### src/design/dtw_distance_engine_macros.svh
// Assertion macros for the warping cost engine.
`ifndef DTW_DISTANCE_ENGINE_MACROS_SVH
`define DTW_DISTANCE_ENGINE_MACROS_SVH

`ifndef SYNTHESIS
`define DTW_ASSERT_IMPL(label, clk, rst_n, ante, cons) \
  label: assert property (@(posedge clk) disable iff (!rst_n) (ante) |-> (cons)) \
    else $error("dtw assertion failed");
`define DTW_ASSERT_NEXT(label, clk, rst_n, ante, cons) \
  label: assert property (@(posedge clk) disable iff (!rst_n) (ante) |=> (cons)) \
    else $error("dtw assertion failed");
`else
`define DTW_ASSERT_IMPL(label, clk, rst_n, ante, cons)
`define DTW_ASSERT_NEXT(label, clk, rst_n, ante, cons)
`endif

`endif

### src/design/dtw_sqrt_pipe.sv
`default_nettype none

// Integer square root, one result bit per stage, truncating toward zero.
module dtw_sqrt_pipe #(
  parameter int RW = 18,
  parameter int TW = 8
) (
  input  logic            clk,
  input  logic            rst_n,
  input  logic            in_vld,
  input  logic [2*RW-1:0] in_rad,
  input  logic [TW-1:0]   in_tag,
  output logic            out_vld,
  output logic [RW-1:0]   out_root,
  output logic [TW-1:0]   out_tag
);

  logic            vld_r  [RW];
  logic [RW+1:0]   rem_r  [RW];
  logic [RW-1:0]   root_r [RW];
  logic [2*RW-1:0] rad_r  [RW];
  logic [TW-1:0]   tag_r  [RW];

  for (genvar k = 0; k < RW; k++) begin : g_stage
    logic            vld_in;
    logic [RW+1:0]   rem_in;
    logic [RW-1:0]   root_in;
    logic [2*RW-1:0] rad_in;
    logic [TW-1:0]   tag_in;
    logic [RW+3:0]   rem_t;
    logic [RW+3:0]   trial;
    logic            ge;

    if (k == 0) begin : g_first
      assign vld_in  = in_vld;
      assign rem_in  = '0;
      assign root_in = '0;
      assign rad_in  = in_rad;
      assign tag_in  = in_tag;
    end else begin : g_next
      assign vld_in  = vld_r[k-1];
      assign rem_in  = rem_r[k-1];
      assign root_in = root_r[k-1];
      assign rad_in  = rad_r[k-1];
      assign tag_in  = tag_r[k-1];
    end

    assign rem_t = {rem_in, rad_in[2*RW-1 -: 2]};
    assign trial = {2'b00, root_in, 2'b01};
    assign ge    = rem_t >= trial;

    always_ff @(posedge clk) begin
      if (!rst_n) begin
        vld_r[k] <= 1'b0;
      end else begin
        vld_r[k] <= vld_in;
      end
    end

    always_ff @(posedge clk) begin
      rem_r[k]  <= ge ? (RW+2)'(rem_t - trial) : (RW+2)'(rem_t);
      root_r[k] <= {root_in[RW-2:0], ge};
      rad_r[k]  <= rad_in << 2;
      tag_r[k]  <= tag_in;
    end
  end

  assign out_vld  = vld_r[RW-1];
  assign out_root = root_r[RW-1];
  assign out_tag  = tag_r[RW-1];

endmodule

`default_nettype wire

### config.mk
export PLATFORM = sky130hd
export DESIGN_NAME = dtw_sqrt_pipe
export DESIGN_NICKNAME = d
export VERILOG_FILES = /design/src/design/dtw_distance_engine_macros.svh /design/src/design/dtw_sqrt_pipe.sv
export SDC_FILE = /design/constraint.sdc
export NUM_CORES = 1
export LEC_CHECK = 0
export ABC_AREA = 1
export BUFFER_PORTS_ARGS = -buffer_cell sky130_fd_sc_hd__buf_2
export CAP_MARGIN = 20
export CORE_MARGIN = 1
export CORE_UTILIZATION = 50
export CTS_CLUSTER_DIAMETER = 50
export DETAILED_ROUTE_END_ITERATION = 10
export MAX_ROUTING_LAYER = met4
export PLACE_DENSITY = 0.66
export SYNTH_ARGS = -nofsm -noshare
export SYNTH_HDL_FRONTEND = slang
export SYNTH_SLANG_ARGS = --single-unit
### constraint.sdc
create_clock -name clk -period 5 [get_ports clk]
set_input_delay 1 -clock clk [delete_from_list [all_inputs] [get_ports clk]]
set_output_delay 1 -clock clk [all_outputs]
set_load 0.05 [all_outputs]
# Word-level counts from Yosys, hierarchy flattened
# Memories as Yosys holds them, arrays and structs flattened.
# Index checks and enable logic that the tools add are counted.
# op_classes
reduce_logical	0
addsub	18
n_div	0
muxes	38
shifts	0
multipliers	0
bitwise	18
eq_ne	0
n_lt_le_gt_ge	18
# op_table
operator	count
$ge A22 B20 Y1	17
$mux W20	18
$sub A20 B20 Y20	17
$mux W1	20
$or A1 B1 Y1	18
$sub A2 B1 Y3 const B	1
$ge A2 B1 Y1 const B	1
# totals
mem_bits_rw	1458
memories	5
latch_bits	0
rom_bits	0
regBits	0
word_cells	97
# mem_list
name	words	word_bits	rd	rd_clocked_by_memory_dff	wr	line	rtl
rad_r	18	34	17	0	18	dtw_sqrt_pipe.sv:21	logic [2*RW-1:0] rad_r [RW];
rem_r	18	20	17	0	18	dtw_sqrt_pipe.sv:19	logic [RW+1:0] rem_r [RW];
root_r	18	18	18	0	18	dtw_sqrt_pipe.sv:20	logic [RW-1:0] root_r [RW];
tag_r	18	8	18	0	18	dtw_sqrt_pipe.sv:22	logic [TW-1:0] tag_r [RW];
vld_r	18	1	18	0	18	dtw_sqrt_pipe.sv:18	logic vld_r [RW];

# Depth between registers and ports, before layout
# Gate-level depths: netlist of run 1.
# An unclocked memory read counts as a cell.
# logic_depth
ltp_word	3
mapped_depth	15
mapped_depth_nobuf	14

# Worst setup path after synthesis of run 1
# No wires, ideal clock.
# synth_path
path_type	reg-to-reg
start	memory root_r[13][7]
end	memory rem_r[14][17] in the netlist's numbering
stages_incl_launch_ff	12
t_arrival_ns	1.603
n_path_buf	1
setup_time_ns	0.116
slack_ns	3.280
period_less_slack_ns	1.720
path_cell_list	dfxtp_1 > inv_1 > ha_1 > nand2_2 > inv_1 > nand2_1 > nand2_1 > a21oi_2 > nand2_4 > a21oi_4 > buf_6 > a21oi_1
# synth_rtl
element	line
start, declared	dtw_sqrt_pipe.sv:20
end, declared	dtw_sqrt_pipe.sv:19

==> results of run 1 <==
[worst min-delay path by stage]
| stage | startpoint | cells past startpoint | to | slack (ns) |
|---|---|---|---|---|
| after floorplan | rad_r[9][18]$_DFF_P_ | 0 | rad_r[10][20]$_DFF_P_ | 0.31 |
| after global routing | root_r[4][1]$_DFF_P_ | 0 | root_r[5][2]$_DFF_P_ | 0.32 |
| after detailed placement | rad_r[9][22]$_DFF_P_ | 0 | rad_r[10][24]$_DFF_P_ | 0.31 |
| after CTS | root_r[4][1]$_DFF_P_ | 0 | root_r[5][2]$_DFF_P_ | 0.31 |
| final | rad_r[0][29]$_DFF_P_ | 0 | rad_r[1][31]$_DFF_P_ | 0.32 |
| after global placement | tag_r[10][0]$_DFF_P_ | 0 | tag_r[11][0]$_DFF_P_ | 0.31 |
[where the power goes]
group          switching (mW)  internal, mW  leakage (nW)
Combinational            3.00          1.67          12.1
Clock                    3.26          4.78          1.84
Sequential              0.891          8.82          8.01
Total                    7.16          15.3          21.9
[layout make-up]
type                    count  share of cell area, %
clock buffers             126                  6.723
multi-input cells        2901                  35.36
well taps                 959                  2.854
clock inverters            72                  2.295
repair buffers             73                 0.8690
inverters                 713                  6.384
flip-flops and latches    956                  45.52
[per-layer routing]
layer | track usage, % | share of wire, % | vias to the layer above
met5 | - | 0 | -
met4 | 7.295 | 2.5 | 0
met3 | 3.223 | 4.6 | 146
met2 | 36.64 | 48 | 546
met1 | 26.22 | 45 | 12250
li1 | - | - | 14540
[registers in the layout, summed over array words and instances (netlist names)]
signal and cells:
rad_r 306, rem_r 317, root_r 171, tag_r 144, vld_r 18
[cells by family after synthesis]
group	count (synthesis)	synth area share, %
buf+inv	753	8.174
simple gates	2201	24.81
other cells	1	0.01013
flops	956	51.68
xor+xnor	149	3.524
compound gates	360	5.373
fa+ha+maj	190	6.420
[placed cells by master, fill, tap and decap left out, types with 6 or more instances in the layout]
cell type | netlist | routed
sky130_fd_sc_hd__buf_2 | 6 | 73
sky130_fd_sc_hd__nand3_1 | 211 | 211
sky130_fd_sc_hd__or2_2 | 12 | 12
sky130_fd_sc_hd__nand3b_1 | 42 | 42
sky130_fd_sc_hd__a21oi_1 | 171 | 171
sky130_fd_sc_hd__clkbuf_8 | 0 | 12
sky130_fd_sc_hd__clkbuf_16 | 0 | 105
sky130_fd_sc_hd__inv_8 | 0 | 8
sky130_fd_sc_hd__nand4_1 | 48 | 48
sky130_fd_sc_hd__clkbuf_1 | 3 | 9
sky130_fd_sc_hd__clkinv_8 | 0 | 7
sky130_fd_sc_hd__bufinv_16 | 0 | 12
sky130_fd_sc_hd__nand2_1 | 1399 | 1399
sky130_fd_sc_hd__nor4_1 | 7 | 7
sky130_fd_sc_hd__clkinvlp_4 | 0 | 7
sky130_fd_sc_hd__clkinv_4 | 0 | 7
sky130_fd_sc_hd__nor3_1 | 36 | 36
sky130_fd_sc_hd__o21ai_2 | 13 | 13
sky130_fd_sc_hd__nor2_2 | 14 | 14
sky130_fd_sc_hd__inv_1 | 699 | 699
sky130_fd_sc_hd__nor2_1 | 380 | 380
sky130_fd_sc_hd__ha_1 | 190 | 190
sky130_fd_sc_hd__dfxtp_1 | 956 | 956
sky130_fd_sc_hd__xnor2_1 | 61 | 61
sky130_fd_sc_hd__inv_2 | 11 | 11
sky130_fd_sc_hd__xor2_1 | 88 | 88
sky130_fd_sc_hd__nand2_4 | 6 | 6
sky130_fd_sc_hd__o21ai_0 | 98 | 98
sky130_fd_sc_hd__o21ai_1 | 40 | 40
sky130_fd_sc_hd__nand2_2 | 24 | 24
sky130_fd_sc_hd__inv_6 | 0 | 11
sky130_fd_sc_hd__clkinv_2 | 0 | 16
sky130_fd_sc_hd__a21oi_2 | 11 | 11
[stage by stage]
step	cells	hold WS, ns	power, mW	setup slack [ns]
after detailed placement	5602	0.3121	14.52	2.511
after floorplan	4610	0.3096	13.16	3.280
after global routing	5800	0.3182	23.80	2.245
after global placement	5602	0.3095	14.49	2.543
after CTS	5800	0.3114	22.65	2.499
final	5800	0.3178	22.42	2.507
==> insert_results.sql, run 1 <==
INSERT INTO impl_metrics (metric_group, metric, value, unit) VALUES
('sta', 'achievable-frequency', '401.1', 'MHz'),
('grt', 'grt_pass1_wl', '128000', 'um'),
('worst_hold_path', 'hold_path_class', 'reg2reg', ''),
('outcome', 'failed_checks', 'DRC', ''),
('critical_path', 'cpLargestDelayFamily', 'simple AND/OR/NAND/NOR gates', ''),
('yosys', 'synth-main-ff-cell', 'sky130_fd_sc_hd__dfxtp_1', ''),
('grt', 'via_count_of_the_first_global_routing_pass', '26200', ''),
('final_layout', 'ff_latch_area', '19140', 'um2'),
('run', 'cap_violations', '0', ''),
('critical_path', 'worst_path_largest_cell_delay', '0.68', 'ns'),
('route', 'route.detailed.drc', '2', ''),
('sta', 'worst_slew_pin_slew', '0.9475', 'ns'),
('yosys', 'synth.top_cells.by_area', 'sky130_fd_sc_hd__dfxtp_1 (52%), sky130_fd_sc_hd__nand2_1 (14%), sky130_fd_sc_hd__inv_1 (7.1%), sky130_fd_sc_hd__ha_1 (6.4%), sky130_fd_sc_hd__nor2_1 (3.9%)', ''),
('power', 'powerDensity', '533.4', 'nW/um2'),
('clock_tree', 'insertion_delay', '0.68', 'ns'),
('yosys', 'ys_seq_area_share', '51.68', '%'),
('sta', 'setup_repair_after_global_routing_missed_its_margin', 'false', ''),
('die', 'floorplan.rows', '99', ''),
('placed_design', 'gp_routability_congestion', '0.9447', ''),
('die', 'initial_utilization', '50.67', '%'),
('sta', 'timing.max_slew.rel_slack', '36.76', '%'),
('critical_path', 'worst-path-buf-inv', '3', ''),
('critical_path', 'cp_data_required_time', '5.56', 'ns'),
('critical_path', 'critical_path_arrival', '3.05', 'ns'),
('final_layout', 'finalNetCount', '4987', ''),
('route', 'routed_wirelength', '78420', 'um'),
('grt', 'grt_antenna_before_repair', '0', ''),
('final_layout', 'final_layout_size_suffix_gt1_share', '7.767', '%'),
('clock_tree', 'buffer_levels_on_the_longest_clock_path', '3', ''),
('route', 'firstDrtPassIters', '9', ''),
('critical_path', 'setup.worst_path.class', 'reg2reg', ''),
('critical_path', 'number_of_gates_on_the_worst_path_with_buffers_counted', '10', ''),
('sta', 'period_needed', '2.493', 'ns'),
('outcome', 'run_status', 'complete, but fails checks', ''),
('yosys', 'synth.cell_area', '37030', 'um2'),
('critical_path', 'rr_worst_depth', '10', ''),
('final_layout', 'antenna-diode-count', '0', ''),
('power', 'ir_drop', '0.3275', 'mV'),
('sta', 'timing.final.max_slew_violations', '0', ''),
('critical_path', 'reg2reg_from', 'root_r[2][1]$_DFF_P_', ''),
('grt', 'grt_use_total', '21.64', '%'),
('placed_design', 'buffer_ports.inserted', '73', ''),
('yosys', 'synth-async-reset-ratio', '0', '%'),
('route', 'wl_per_cell', '13.52', 'um'),
('route', 'postRouteAntennaNets', '0', ''),
('grt', 'grt_start_max_net_pins', '24', ''),
('yosys', 'flip_flop_and_latch_count_after_synthesis', '956', ''),
('yosys', 'synthesis.nets', '4847', ''),
('sta', 'fin_crit_sh', '49.87', '%'),
('final_layout', 'num-fill-cells', '6718', ''),
('clock_tree', 'post_cts.repair.setup_buffers', '0', ''),
('final_layout', 'post-route-util', '57.53', '%'),
('die', 'dieHeight', '274.1', 'um'),
('route', 'detail_route.vias_per_cell', '4.739', ''),
('critical_path', 'critical_path.max_fanout', '13', ''),
('clock_tree', 'tritoncts', 'yes', ''),
('critical_path', 'critical_path.startpoint_type', 'flip-flop', ''),
('die', 'design.core.area', '73080', 'um2'),
('clock_tree', 'cts-resized-gates', '0', ''),
('placed_design', 'detailedPlacementHpwl', '60490', 'um'),
('critical_path', 'worstSetupEndpointType', 'flip-flop', ''),
('critical_path', 'crit_path_start', 'root_r[2][1]$_DFF_P_', ''),
('yosys', 'yosys.cell_types.count', '53', ''),
('yosys', 'most_instantiated_library_cell_after_synthesis', 'sky130_fd_sc_hd__nand2_1', ''),
('placed_design', 'placedInstanceArea', '38250', 'um2'),
('die', 'dieArea', '75150', 'um2'),
('sta', 'timing.final.setup_violations', '0', ''),
('clock_tree', 'clk_pin_slew_worst_paths', '0.06', 'ns'),
('yosys', 'count_of_flip_flops_with_a_built_in_enable_after_synthesis', '0', ''),
('clock_tree', 'clock_tree.htree_level_count', '3', ''),
('sta', 'hold_viol_final', '0', '');
Power figures use the tool's default switching activity.
==> run 2, diff against run 1 <==
--- a/config.mk
+++ b/config.mk
@@ -5,7 +5,7 @@
 export SDC_FILE = /design/constraint.sdc
 export NUM_CORES = 1
 export LEC_CHECK = 0
-export ABC_AREA = 1
+export ABC_AREA = 0
 export BUFFER_PORTS_ARGS = -buffer_cell sky130_fd_sc_hd__buf_2
 export CAP_MARGIN = 20
 export CORE_MARGIN = 1
@@ -13,7 +13,7 @@
 export CTS_CLUSTER_DIAMETER = 50
 export DETAILED_ROUTE_END_ITERATION = 10
 export MAX_ROUTING_LAYER = met4
-export PLACE_DENSITY = 0.66
+export PLACE_DENSITY = 0.69
 export SYNTH_ARGS = -nofsm -noshare
 export SYNTH_HDL_FRONTEND = slang
 export SYNTH_SLANG_ARGS = --single-unit
==> constraint.sdc (replaced) <==
create_clock -name clk -period 2.18 [get_ports clk]
set_input_delay 0.436 -clock clk [delete_from_list [all_inputs] [get_ports clk]]
set_output_delay 0.436 -clock clk [all_outputs]
set_load 0.05 [all_outputs]
==> insert_results.sql, run 2 <==
INSERT INTO impl_metrics (metric_group, metric, value, unit) VALUES
('grt', 'grt_antenna_before_repair', '0', ''),
('sta', 'worst_slack', '-0.3335', 'ns'),
('die', 'dieArea', '65320', 'um2'),
('die', 'die_width', '255.6', 'um'),
('placed_design', 'buffer_ports.inserted', '73', ''),
('critical_path', 'critical_path.max_fanout', '3', ''),
('critical_path', 'worstSetupEndpointType', 'flip-flop', ''),
('route', 'vias', '23760', ''),
('worst_hold_path', 'hold_path_class', 'in2reg', ''),
('clock_tree', 'root_buffer', 'sky130_fd_sc_hd__clkbuf_16', ''),
('yosys', 'synth.top_cells.by_area', 'sky130_fd_sc_hd__dfxtp_1 (60%), sky130_fd_sc_hd__ha_1 (7.4%), sky130_fd_sc_hd__xnor2_1 (3.7%), sky130_fd_sc_hd__xor2_1 (2.8%), sky130_fd_sc_hd__inv_1 (2.6%)', ''),
('sta', 'fin_crit_sh', '115.3', '%'),
('yosys', 'count_of_flip_flops_with_a_built_in_enable_after_synthesis', '0', ''),
('route', 'route.detailed.drc', '0', ''),
('clock_tree', 'clk_pin_slew_worst_paths', '0.06', 'ns'),
('clock_tree', 'insertion_delay', '0.66', 'ns'),
('final_layout', 'finalNetCount', '3986', ''),
('placed_design', 'detailedPlacementHpwl', '48200', 'um'),
('outcome', 'failed_checks', 'setup timing', ''),
('die', 'design.core.area', '63310', 'um2'),
('yosys', 'yosys.cell_types.count', '81', ''),
('final_layout', 'largest_register_ffs', '317', ''),
('power', 'post-layout-total-power', '50.28', 'mW'),
('clock_tree', 'cts_num_sinks', '956', ''),
('clock_tree', 'clock_tree.htree_level_count', '3', ''),
('clock_tree', 'tritoncts', 'yes', ''),
('final_layout', 'layout_common_cells', 'sky130_fd_sc_hd__dfxtp_1 (839), sky130_fd_sc_hd__buf_4 (514), sky130_fd_sc_hd__inv_1 (187), sky130_fd_sc_hd__nor2_1 (128), sky130_fd_sc_hd__xnor2_1 (122)', ''),
('route', 'firstDrtPassIters', '5', ''),
('critical_path', 'cpLargestDelayFamily', 'simple AND/OR/NAND/NOR gates', ''),
('critical_path', 'critPathSlowestCell', 'sky130_fd_sc_hd__or4b_4', ''),
('grt', 'grt_pass1_wl', '118600', 'um'),
('critical_path', 'worst-path-buf-inv', '1', ''),
('power', 'cellLeakagePower', '20.86', 'nW'),
('critical_path', 'critical_path.startpoint_type', 'flip-flop', ''),
('placed_design', 'gp_routability_congestion', '0.8705', ''),
('sta', 'worst_slew_pin_slew', '0.8944', 'ns'),
('final_layout', 'num-fill-cells', '4116', ''),
('final_layout', 'layout_commonest_cell', 'sky130_fd_sc_hd__dfxtp_1', ''),
('sta', 'period_needed', '2.514', 'ns'),
('yosys', 'synth_cells', '2965', ''),
('yosys', 'synth-async-reset-ratio', '0', '%'),
('final_layout', 'syn2layout_area_growth', '43.95', '%'),
('sta', 'achievable-frequency', '397.9', 'MHz'),
('run', 'cap_violations', '0', ''),
('outcome', 'run_status', 'complete, but fails checks', ''),
('sta', 'hold_viol_final', '0', ''),
('yosys', 'synth.cell_area', '32150', 'um2'),
('yosys', 'yosysTopAreaCell', 'sky130_fd_sc_hd__dfxtp_1', ''),
('yosys', 'synth.top_cells.by_count', 'sky130_fd_sc_hd__dfxtp_1 (956), sky130_fd_sc_hd__inv_1 (226), sky130_fd_sc_hd__nor2_1 (195)', ''),
('final_layout', 'registers_with_the_highest_flip_flop_counts', 'rem_r (317), rad_r (306), root_r (171)', ''),
('clock_tree', 'buffer_levels_on_the_longest_clock_path', '3', ''),
('critical_path', 'cp_data_required_time', '2.72', 'ns'),
('die', 'dieHeight', '255.6', 'um'),
('sta', 'timing.final.setup_violations', '180', ''),
('placed_design', 'post_placement_setup_slack', '-0.4327', 'ns'),
('critical_path', 'worst_path_largest_cell_delay', '0.49', 'ns'),
('critical_path', 'rr_worst_depth', '9', ''),
('final_layout', 'antenna-diode-count', '0', ''),
('yosys', 'ys_seq_area_share', '59.53', '%'),
('critical_path', 'crit_path_cell_trace', 'inv_2 -> ha_4 -> or3_4 -> o22ai_4 -> a21oi_2 -> a221o_1 -> a22o_1 -> or4b_4 -> xnor2_1', ''),
('sta', 'finClkSkew', '0.03650', 'ns'),
('yosys', 'top_cell_type_s_share_of_synthesized_area', '59.53', '%'),
('worst_hold_path', 'hold-path-cell-count', '2', ''),
('power', 'ir_drop', '0.8828', 'mV'),
('yosys', 'synthesis.nets', '3202', ''),
('critical_path', 'number_of_gates_on_the_worst_path_with_buffers_counted', '9', ''),
('route', 'detail_route.iter0.violations', '1017', ''),
('yosys', 'avgSynthCellArea', '10.84', 'um2'),
('final_layout', 'final_layout_size_suffix_gt1_share', '41.03', '%'),
('yosys', 'synth-warning-count', '0', ''),
('die', 'top_level_ports', '74', ''),
('power', 'powerDensity', '1086', 'nW/um2'),
('critical_path', 'setup.worst_path.class', 'reg2reg', ''),
('grt', 'overflow', '0', ''),
('die', 'initial_utilization', '50.78', '%'),
('route', 'wl_per_cell', '16.51', 'um'),
('yosys', 'synth-main-ff-cell', 'sky130_fd_sc_hd__dfxtp_1', ''),
('yosys', 'most_instantiated_library_cell_after_synthesis', 'sky130_fd_sc_hd__dfxtp_1', ''),
('route', 'postRouteAntennaNets', '0', ''),
('final_layout', 'top_register', 'rem_r', ''),
('sta', 'hold-worst-slack', '0.1346', 'ns'),
('sta', 'timing.max_slew.rel_slack', '39.82', '%'),
('sta', 'timing.final.max_slew_violations', '0', ''),
('grt', 'via_count_of_the_first_global_routing_pass', '24540', ''),
('grt', 'grt_start_max_net_pins', '19', ''),
('clock_tree', 'cts_inserted_buffers', '96', ''),
('yosys', 'flip_flop_and_latch_count_after_synthesis', '956', ''),
('die', 'floorplan.rows', '92', ''),
('grt', 'grt_use_total', '22.64', '%'),
('critical_path', 'critical_path_arrival', '3.06', 'ns'),
('route', 'routed_wirelength', '77170', 'um'),
('sta', 'setup_repair_after_global_routing_missed_its_margin', 'true', ''),
('route', 'detail_route.vias_per_cell', '5.083', '');
==> run 2: kinds of logic after synthesis <==
| family | synth area share [%] |
|---|---|
| AOI/OAI and AO/OA | 10.75 |
| xor gates and xnor gates | 6.511 |
| adders and majority gates | 7.394 |
| buffers and inverters | 3.211 |
| DFF | 59.53 |
| muxes | 1.136 |
| other | 0.01166 |
| and+or+nand+nor | 11.46 |
==> run 2: what timing repair did <==
item                                   in CTS  in global routing
buffers inserted                           74                 72
cloned                                     12                  7
gates resized for setup                   485                479
hold buffers                               46                  0
pin swaps                                 128                177
endpoints found under the hold margin      46                  0
setup endpoints to repair                 260                291
==> run 2: final cells by class <==
cell class	instances	area (um2)	share of cell area, %
sequential	956	19300	41.70
multi-input combinational	1738	15740	34.00
timing repair buffer	730	6042	13.05
clock buffer	131	2674	5.777
tap	846	1059	2.287
inverter	227	885.9	1.914
clock inverter	47	588.1	1.271
==> run 2: path summary, 6_finish.rpt <==
check,startpoint,end,slack (ns)
min reg2reg,rad_r[2][31]$_DFF_P_,rad_r[3][33]$_DFF_P_,0.31
max reg2reg,root_r[12][1]$_DFF_P_,rem_r[13][17]$_DFF_P_,-0.33
min,rst_n,vld_r[4][1]$_DFF_P_,0.13
max,root_r[12][1]$_DFF_P_,rem_r[13][17]$_DFF_P_,-0.33
==> run 2: where the power goes <==
group | switching, mW | total, mW | internal [mW]
clock network | 7.06 | 16.5 | 9.39
logic | 5.38 | 11.5 | 6.13
registers | 2.18 | 22.3 | 20.1
total | 14.6 | 50.3 | 35.7
==> run 2: per-stage QoR <==
step                setup TNS (ns)  util [%]  cells  cell area, um2
finish                      -21.25     73.10   4675           46280
global route                -34.94     73.10   4675           46280
CTS                         -15.52     69.27   4609           43860
detailed placement          -34.21     59.10   4305           37420
global placement            -23.72     59.10   4305           37420
floorplan                   -6.150         -   2965           32700
==> run 2: metal layers <==
layer	vias to the layer above	part of all wire (%)	GRT usage, %
met3	159	3.4	3.179
met2	436	51	39.37
met4	0	2.7	8.067
met1	11470	43	26.62
li1	11690	-	-
met5	-	0	-
